`src/rtl/accept_encoding_token_matcher_defines.svh`:
```
// Assertion macros shared by the accept encoding token matcher RTL.
`ifndef ACCEPT_ENCODING_TOKEN_MATCHER_DEFINES_SVH
`define ACCEPT_ENCODING_TOKEN_MATCHER_DEFINES_SVH

// Implication checked at every rising clock edge outside reset.
`define AETM_ASSERT_IMP(label, ante, cons, msg) \
  label: assert property (@(posedge clk) disable iff (!rst_n) (ante) |-> (cons)) \
    else $error(msg);

// Condition that must hold at every rising clock edge outside reset.
`define AETM_ASSERT_ALWAYS(label, cond, msg) \
  label: assert property (@(posedge clk) disable iff (!rst_n) (cond)) \
    else $error(msg);

`endif

```
`src/rtl/aetm_pkg.sv`:
```
// Package with the keyword table and byte constants of the token matcher.
package aetm_pkg;

  localparam int unsigned TOKEN_MAX_LEN_DEF = 8;
  localparam int unsigned KW_COUNT          = 6;
  // Longest keyword; only this many token bytes are ever compared.
  localparam int unsigned KW_BUF_LEN        = 8;

  localparam logic [7:0] CH_NUL   = 8'h00;
  localparam logic [7:0] CH_SPACE = 8'h20;
  localparam logic [7:0] CH_SEMI  = 8'h3B;
  localparam logic [7:0] CH_COMMA = 8'h2C;

  typedef logic [7:0] byte_t;
  typedef logic [KW_COUNT-1:0] kw_mask_t;

  localparam byte_t KW_TEXT [KW_COUNT][KW_BUF_LEN] = '{
    '{8'h00, 8'h00, 8'h00, 8'h00, 8'h00, 8'h00, 8'h00, 8'h00},  // empty
    '{"g", "z", "i", "p", 8'h00, 8'h00, 8'h00, 8'h00},
    '{"c", "o", "m", "p", "r", "e", "s", "s"},
    '{"d", "e", "f", "l", "a", "t", "e", 8'h00},
    '{"b", "r", 8'h00, 8'h00, 8'h00, 8'h00, 8'h00, 8'h00},
    '{"z", "s", "t", "d", 8'h00, 8'h00, 8'h00, 8'h00}
  };

  localparam logic [3:0] KW_LEN [KW_COUNT] = '{4'd0, 4'd4, 4'd8, 4'd7, 4'd2, 4'd4};

  function automatic byte_t fold_case(input byte_t c);
    if (c >= "A" && c <= "Z") begin
      return c + 8'h20;
    end
    return c;
  endfunction

endpackage

```
`src/rtl/accept_encoding_token_matcher.sv`:
```
// A final item passes through the input register and then the result register before its mask is on the outputs.
// Throughput: one item per cycle unless stalled; an input register feeds the token logic,
// which loads a result register holding the mask of a final item.
// The input side stalls only while a final item waits on a stalled result.
// Reset (synchronous, rst_n low) empties the token, clears the mask and
// suffix/halt flags, and drops both the input and result valid bits.
`include "accept_encoding_token_matcher_defines.svh"

module accept_encoding_token_matcher
  import aetm_pkg::*;
#(
  parameter int unsigned TOKEN_MAX_LEN = TOKEN_MAX_LEN_DEF
) (
  input  logic       clk,
  input  logic       rst_n,
  input  logic       in_valid,
  output logic       in_stall,
  input  logic [7:0] in_char_in,
  input  logic       in_is_final,
  output logic       out_valid,
  input  logic       out_stall,
  output logic [5:0] out_encoding_mask
);

  // Length saturates at TOKEN_MAX_LEN + 1, which marks an overlong token.
  localparam int unsigned LEN_W = $clog2(TOKEN_MAX_LEN + 2);
  localparam logic [LEN_W-1:0] LEN_MAX = LEN_W'(TOKEN_MAX_LEN);
  localparam logic [LEN_W-1:0] LEN_BUF = LEN_W'(KW_BUF_LEN);

  logic             s1_valid_r;
  byte_t            s1_char_r;
  logic             s1_fin_r;
  logic             s1_adv;
  logic             in_acc;

  byte_t            buf_r   [KW_BUF_LEN];
  byte_t            buf_nxt [KW_BUF_LEN];
  logic [LEN_W-1:0] len_r, len_nxt;
  logic             suffix_r, suffix_nxt;
  logic             halted_r, halted_nxt;
  kw_mask_t         found_r, found_nxt;

  logic             out_valid_r;
  kw_mask_t         out_mask_r;

  // A final item may only move on when the result register is free.
  assign s1_adv   = s1_valid_r && !(s1_fin_r && out_valid_r && out_stall);
  assign in_stall = s1_valid_r && !s1_adv;
  assign in_acc   = in_valid && !in_stall;

  always_comb begin
    logic             do_append;
    logic             ends;
    logic [LEN_W-1:0] app_len;
    byte_t            app_buf [KW_BUF_LEN];
    logic             same;
    kw_mask_t         hit;

    do_append  = 1'b0;
    ends       = 1'b0;
    suffix_nxt = suffix_r;
    halted_nxt = halted_r;
    len_nxt    = len_r;
    found_nxt  = found_r;

    if (!halted_r) begin
      priority if (s1_char_r == CH_NUL) begin
        halted_nxt = 1'b1;
      end else if (s1_char_r == CH_SPACE) begin
        len_nxt = '0;
      end else if (s1_char_r == CH_SEMI) begin
        ends       = 1'b1;
        suffix_nxt = 1'b1;
      end else if (s1_char_r == CH_COMMA) begin
        ends       = !suffix_r;
        do_append  = suffix_r;
        suffix_nxt = 1'b0;
      end else begin
        do_append = 1'b1;
        ends      = s1_fin_r;
      end
    end

    // Token view after the current byte is appended.
    for (int i = 0; i < KW_BUF_LEN; i++) begin
      app_buf[i] = (do_append && len_r == LEN_W'(i)) ? s1_char_r : buf_r[i];
    end
    app_len = (do_append && len_r <= LEN_MAX) ? len_r + 1'b1 : len_r;
    if (do_append) begin
      len_nxt = app_len;
    end

    for (int k = 0; k < KW_COUNT; k++) begin
      same = (app_len == LEN_W'(KW_LEN[k]));
      for (int i = 0; i < KW_BUF_LEN; i++) begin
        if (4'(i) < KW_LEN[k] && fold_case(app_buf[i]) != KW_TEXT[k][i]) begin
          same = 1'b0;
        end
      end
      hit[k] = same;
    end

    if (ends) begin
      if (app_len <= LEN_MAX) begin
        found_nxt = found_r | hit;
      end
      len_nxt = '0;
    end

    for (int i = 0; i < KW_BUF_LEN; i++) begin
      buf_nxt[i] = (do_append && app_len <= LEN_BUF) ? app_buf[i] : buf_r[i];
    end
  end

  always_ff @(posedge clk) begin
    if (!rst_n) begin
      s1_valid_r  <= 1'b0;
      out_valid_r <= 1'b0;
      len_r       <= '0;
      suffix_r    <= 1'b0;
      halted_r    <= 1'b0;
      found_r     <= '0;
    end else begin
      if (in_acc) begin
        s1_valid_r <= 1'b1;
      end else if (s1_adv) begin
        s1_valid_r <= 1'b0;
      end
      if (s1_adv && s1_fin_r) begin
        out_valid_r <= 1'b1;
      end else if (!out_stall) begin
        out_valid_r <= 1'b0;
      end
      if (s1_adv) begin
        if (s1_fin_r) begin
          len_r    <= '0;
          suffix_r <= 1'b0;
          halted_r <= 1'b0;
          found_r  <= '0;
        end else begin
          len_r    <= len_nxt;
          suffix_r <= suffix_nxt;
          halted_r <= halted_nxt;
          found_r  <= found_nxt;
        end
      end
    end
  end

  always_ff @(posedge clk) begin
    if (in_acc) begin
      s1_char_r <= in_char_in;
      s1_fin_r  <= in_is_final;
    end
    if (s1_adv) begin
      buf_r <= buf_nxt;
    end
    if (s1_adv && s1_fin_r) begin
      out_mask_r <= found_nxt;
    end
  end

  assign out_valid         = out_valid_r;
  assign out_encoding_mask = out_mask_r;

  `AETM_ASSERT_ALWAYS(a_len_bound, len_r <= LEN_MAX + 1'b1, "token length past saturation")
  `AETM_ASSERT_IMP(a_final_clears, s1_adv && s1_fin_r,
    ##1 (len_r == '0 && found_r == '0 && !halted_r && !suffix_r),
    "state not cleared after final item")
  `AETM_ASSERT_IMP(a_out_from_final, $rose(out_valid_r), $past(s1_adv && s1_fin_r),
    "result appeared without a final item")
  `AETM_ASSERT_IMP(a_stall_cause, in_stall,
    s1_valid_r && s1_fin_r && out_valid_r && out_stall,
    "input stalled without a blocked final item")

endmodule
```
`config.mk`:
```
export PLATFORM = sky130hd
export DESIGN_NAME = accept_encoding_token_matcher
export DESIGN_NICKNAME = d
export VERILOG_FILES = /design/src/rtl/aetm_pkg.sv /design/src/rtl/accept_encoding_token_matcher.sv
export VERILOG_INCLUDE_DIRS = /design/src /design/src/rtl
export SDC_FILE = /design/constraint.sdc
export NUM_CORES = 1
export LEC_CHECK = 0
export ABC_AREA = 1
export ABC_CLOCK_PERIOD_IN_PS = 7400
export BUFFER_PORTS_ARGS = -buffer_cell sky130_fd_sc_hd__buf_2
export CAP_MARGIN = 10
export CORE_MARGIN = 2
export CORE_UTILIZATION = 50
export DETAILED_ROUTE_END_ITERATION = 12
export GPL_ROUTABILITY_DRIVEN = 1
export GPL_TIMING_DRIVEN = 0
export HOLD_SLACK_MARGIN = 0.06
export PLACE_DENSITY = 0.76
export SLEW_MARGIN = 20
export SYNTH_ARGS = -nofsm -noshare
export SYNTH_HDL_FRONTEND = slang
export SYNTH_SLANG_ARGS = --single-unit
```
`constraint.sdc`:
```
create_clock -name clk -period 7.4 [get_ports clk]
set_input_delay 1.48 -clock clk [delete_from_list [all_inputs] [get_ports clk]]
set_output_delay 1.48 -clock clk [all_outputs]
set_load 0.05 [all_outputs]
```
==> impl_metrics.tcl <==
set metrics [dict create \
    ys_types 35 \
    hold_violations 0 \
    grt_overflow_total 0 \
    clock_latency_ns 0.35 \
    synthesis.area_sq_um 5740 \
    min_period_ns 4.17 \
    syn_area_per_cell_sq_um 7.60 \
    via_per_inst 5.43 \
    start_util 0.507 \
    max_stage_delay_ns 0.70 \
    dp_cells 923 \
    irDropWorstVdd_mv 0.123 \
    die_w_um 111 \
    drt_wl_total_um 14900 \
    crit_type "reg -> reg" \
    cts-resized-gates 0 \
    numCtsBuffers 9 \
    fin_nets 816 \
    fillers 1121 \
    max_freq_ghz 0.240 \
    grt_pass1_wl_um 23800 \
    grt_usage 0.246 \
    routedWlPerCell_um 15.8 \
    crit_chain "inv_2 -> nand2_2 -> nor3_2 -> nor2_4 -> buf_6 -> buf_4 -> nand3_2 -> nand2_1 -> nand2_1 -> inv_1 -> nand2_1 -> a211oi_4 -> buf_8 -> buf_6 -> buf_6" \
    critPathArrivalTime_ns 4.22 \
    drt_iter0_markers 519 \
    yosysWarnings 0 \
    dieArea_sq_um 12400 \
    ys_ff_latch 93 \
    gp_congestion 0.985 \
    rsz0062_at_grt "no" \
    startpoint_type "flop" \
    post-cts-setup-buffers 0 \
    clock_skew_ns 0.0102 \
    io_buffers 20 \
    vias 5102 \
    worstMarginPinSlew_ns 0.731 \
    power.density_nw_per_um2 184 \
    cpMaxStageDelayCell "edfxtp_1" \
    final_common_cell "nand2_1" \
    leakage_nw 2.92 \
    worst-path-max-fanout 15 \
    r2r_cells 15 \
    syn_nets 781 \
    drc 0 \
    synth_top_area_cell "edfxtp_1" \
    grt_max_degree 16 \
    htreeDepth 3 \
    layout_setup_ws_ns 3.23 \
    place_ws_ns 3.36 \
    synth_top_cells_by_area "edfxtp_1, nand2_1, inv_1" \
    num_rows 39 \
    drive_gt1_frac 0.118 \
    grt_pass1_vias 4875 \
    slew-limit-headroom 0.511 \
    path_buf_inv 7 \
    drv_slew 0 \
    path_clk_slew_ns 0.06 \
    diodes 0 \
    final_cell_mix "nand2_1, inv_1, nor2_1" \
    first_pass_iters 5 \
    crit_required_ns 7.45 \
    hpwl_um 10900 \
    max-cap-violations 0 \
    holdBufCountCts 0 \
    multiInputGateArea_sq_um 2490 \
    worstHoldPathType "reg -> reg" \
    placeableCoreArea_sq_um 11300 \
    syn_to_final_growth_pct 10.5 \
    ant_nets 0 \
    die_h_um 111 \
    cts_tree "done" \
    synth_cells 756 \
    regArea_sq_um 2650 \
    worst-path-stages 15 \
    ios 21 \
    yosysSeqAreaShare 0.462 \
    status "complete, no violations" \
    critPathTopFamily "buffers and inverters" \
    clockBufferDepth 2 \
    antenna_found_initial 0 \
    yosys.area.top_type_share 0.413 \
    p_total_w 0.00117 \
    setup_violations 0 \
    cts-root-buf "clkbuf_16" \
    min_path_cells 2 \
    cts_sinks 93 \
    fin_crit_sh 0.563 \
    critPathCaptureType "flop" \
    stdcell_count 939 \
]
cells in the mapped netlist:
master,count
nand2_1,237
inv_1,111
nor2_1,92
edfxtp_1,79
nand3_1,38
nand4_1,38
o21ai_0,35
o21ai_1,18
dfxtp_1,14
ha_1,12
buf_2,11
inv_2,9
a21oi_1,7
buf_6,6
o21ai_2,6
buf_4,5
nand2_2,5
nor3_1,5
nand3_2,4
nand3_4,3
nor2_2,3
o21a_1,3
a21oi_2,2
nand3b_1,2
a211oi_1,1
nand2_4,1
nor2_4,1
nor2b_1,1
nor3_2,1
nor3b_1,1
nor4_1,1
o211ai_1,1
o31ai_1,1
xnor2_1,1
xor2_1,1
state kept, by name, indices dropped and copies added (netlist names):
name               flops
buf_r                 64
s1_char_r              8
found_r                6
out_encoding_mask      6
len_r                  4
halted_r               1
out_valid              1
s1_fin_r               1
s1_valid_r             1
suffix_r               1
worst paths after layout:
check             slack, ns    startpoint    endpoint
setup / recovery       3.23  s1_char_r[4]   buf_r[15]
hold / removal         0.48    found_r[1]  found_r[1]
setup reg to reg       3.23  s1_char_r[4]   buf_r[15]
hold reg to reg        0.48    found_r[1]  found_r[1]
cell families after synthesis:
family | count (synthesis) | share of synthesized area
adders and majority gates | 12 | 0.0261
buffers and inverters | 142 | 0.106
DFF | 93 | 0.462
xor gates and xnor gates | 2 | 0.00305
and+or+nand+nor | 433 | 0.330
AOI/OAI and AO/OA | 74 | 0.0723
layout make-up:
class                           count  share of cell area
Timing Repair Buffer               24              0.0235
Buffer                             22              0.0252
Clock inverter                      5             0.00434
Sequential cell                    93               0.418
Multi-Input combinational cell    521               0.393
Clock buffer                       11              0.0367
Inverter                          120              0.0710
Tap cell                          143              0.0282
where the power goes:
| part | switching, W | internal [W] |
|---|---|---|
| combinational | 0.000101 | 0.0000410 |
| clock | 0.000195 | 0.000225 |
| sequential | 0.0000102 | 0.000594 |
| total | 0.000306 | 0.000860 |
stage by stage:
step	area, sq um	TNS (ns)	hold WS (ns)	utilization
CTS	6340	0	0.485	0.560
global placement	6020	-162.08	0.457	0.532
detailed placement	6080	0	0.474	0.537
global route	6340	0	0.513	0.560
finish	6340	0	0.482	0.560
floorplan	5740	0	0.443	-
routing by layer:
metal	track usage	up-vias	share of wire
met4	0.0955	0	0.031
met3	0.0448	38	0.081
li1	-	2521	-
met5	0	-	0
met1	0.333	2315	0.44
met2	0.392	228	0.45
tightest hold or removal path: cells and delay by family (launching register included):
| family | cells | cell delay, ns |
|---|---|---|
| flops | 1 | 0.32 |
| simple gates | 2 | 0.13 |
Note: power is estimated with default switching activity, not from simulation.
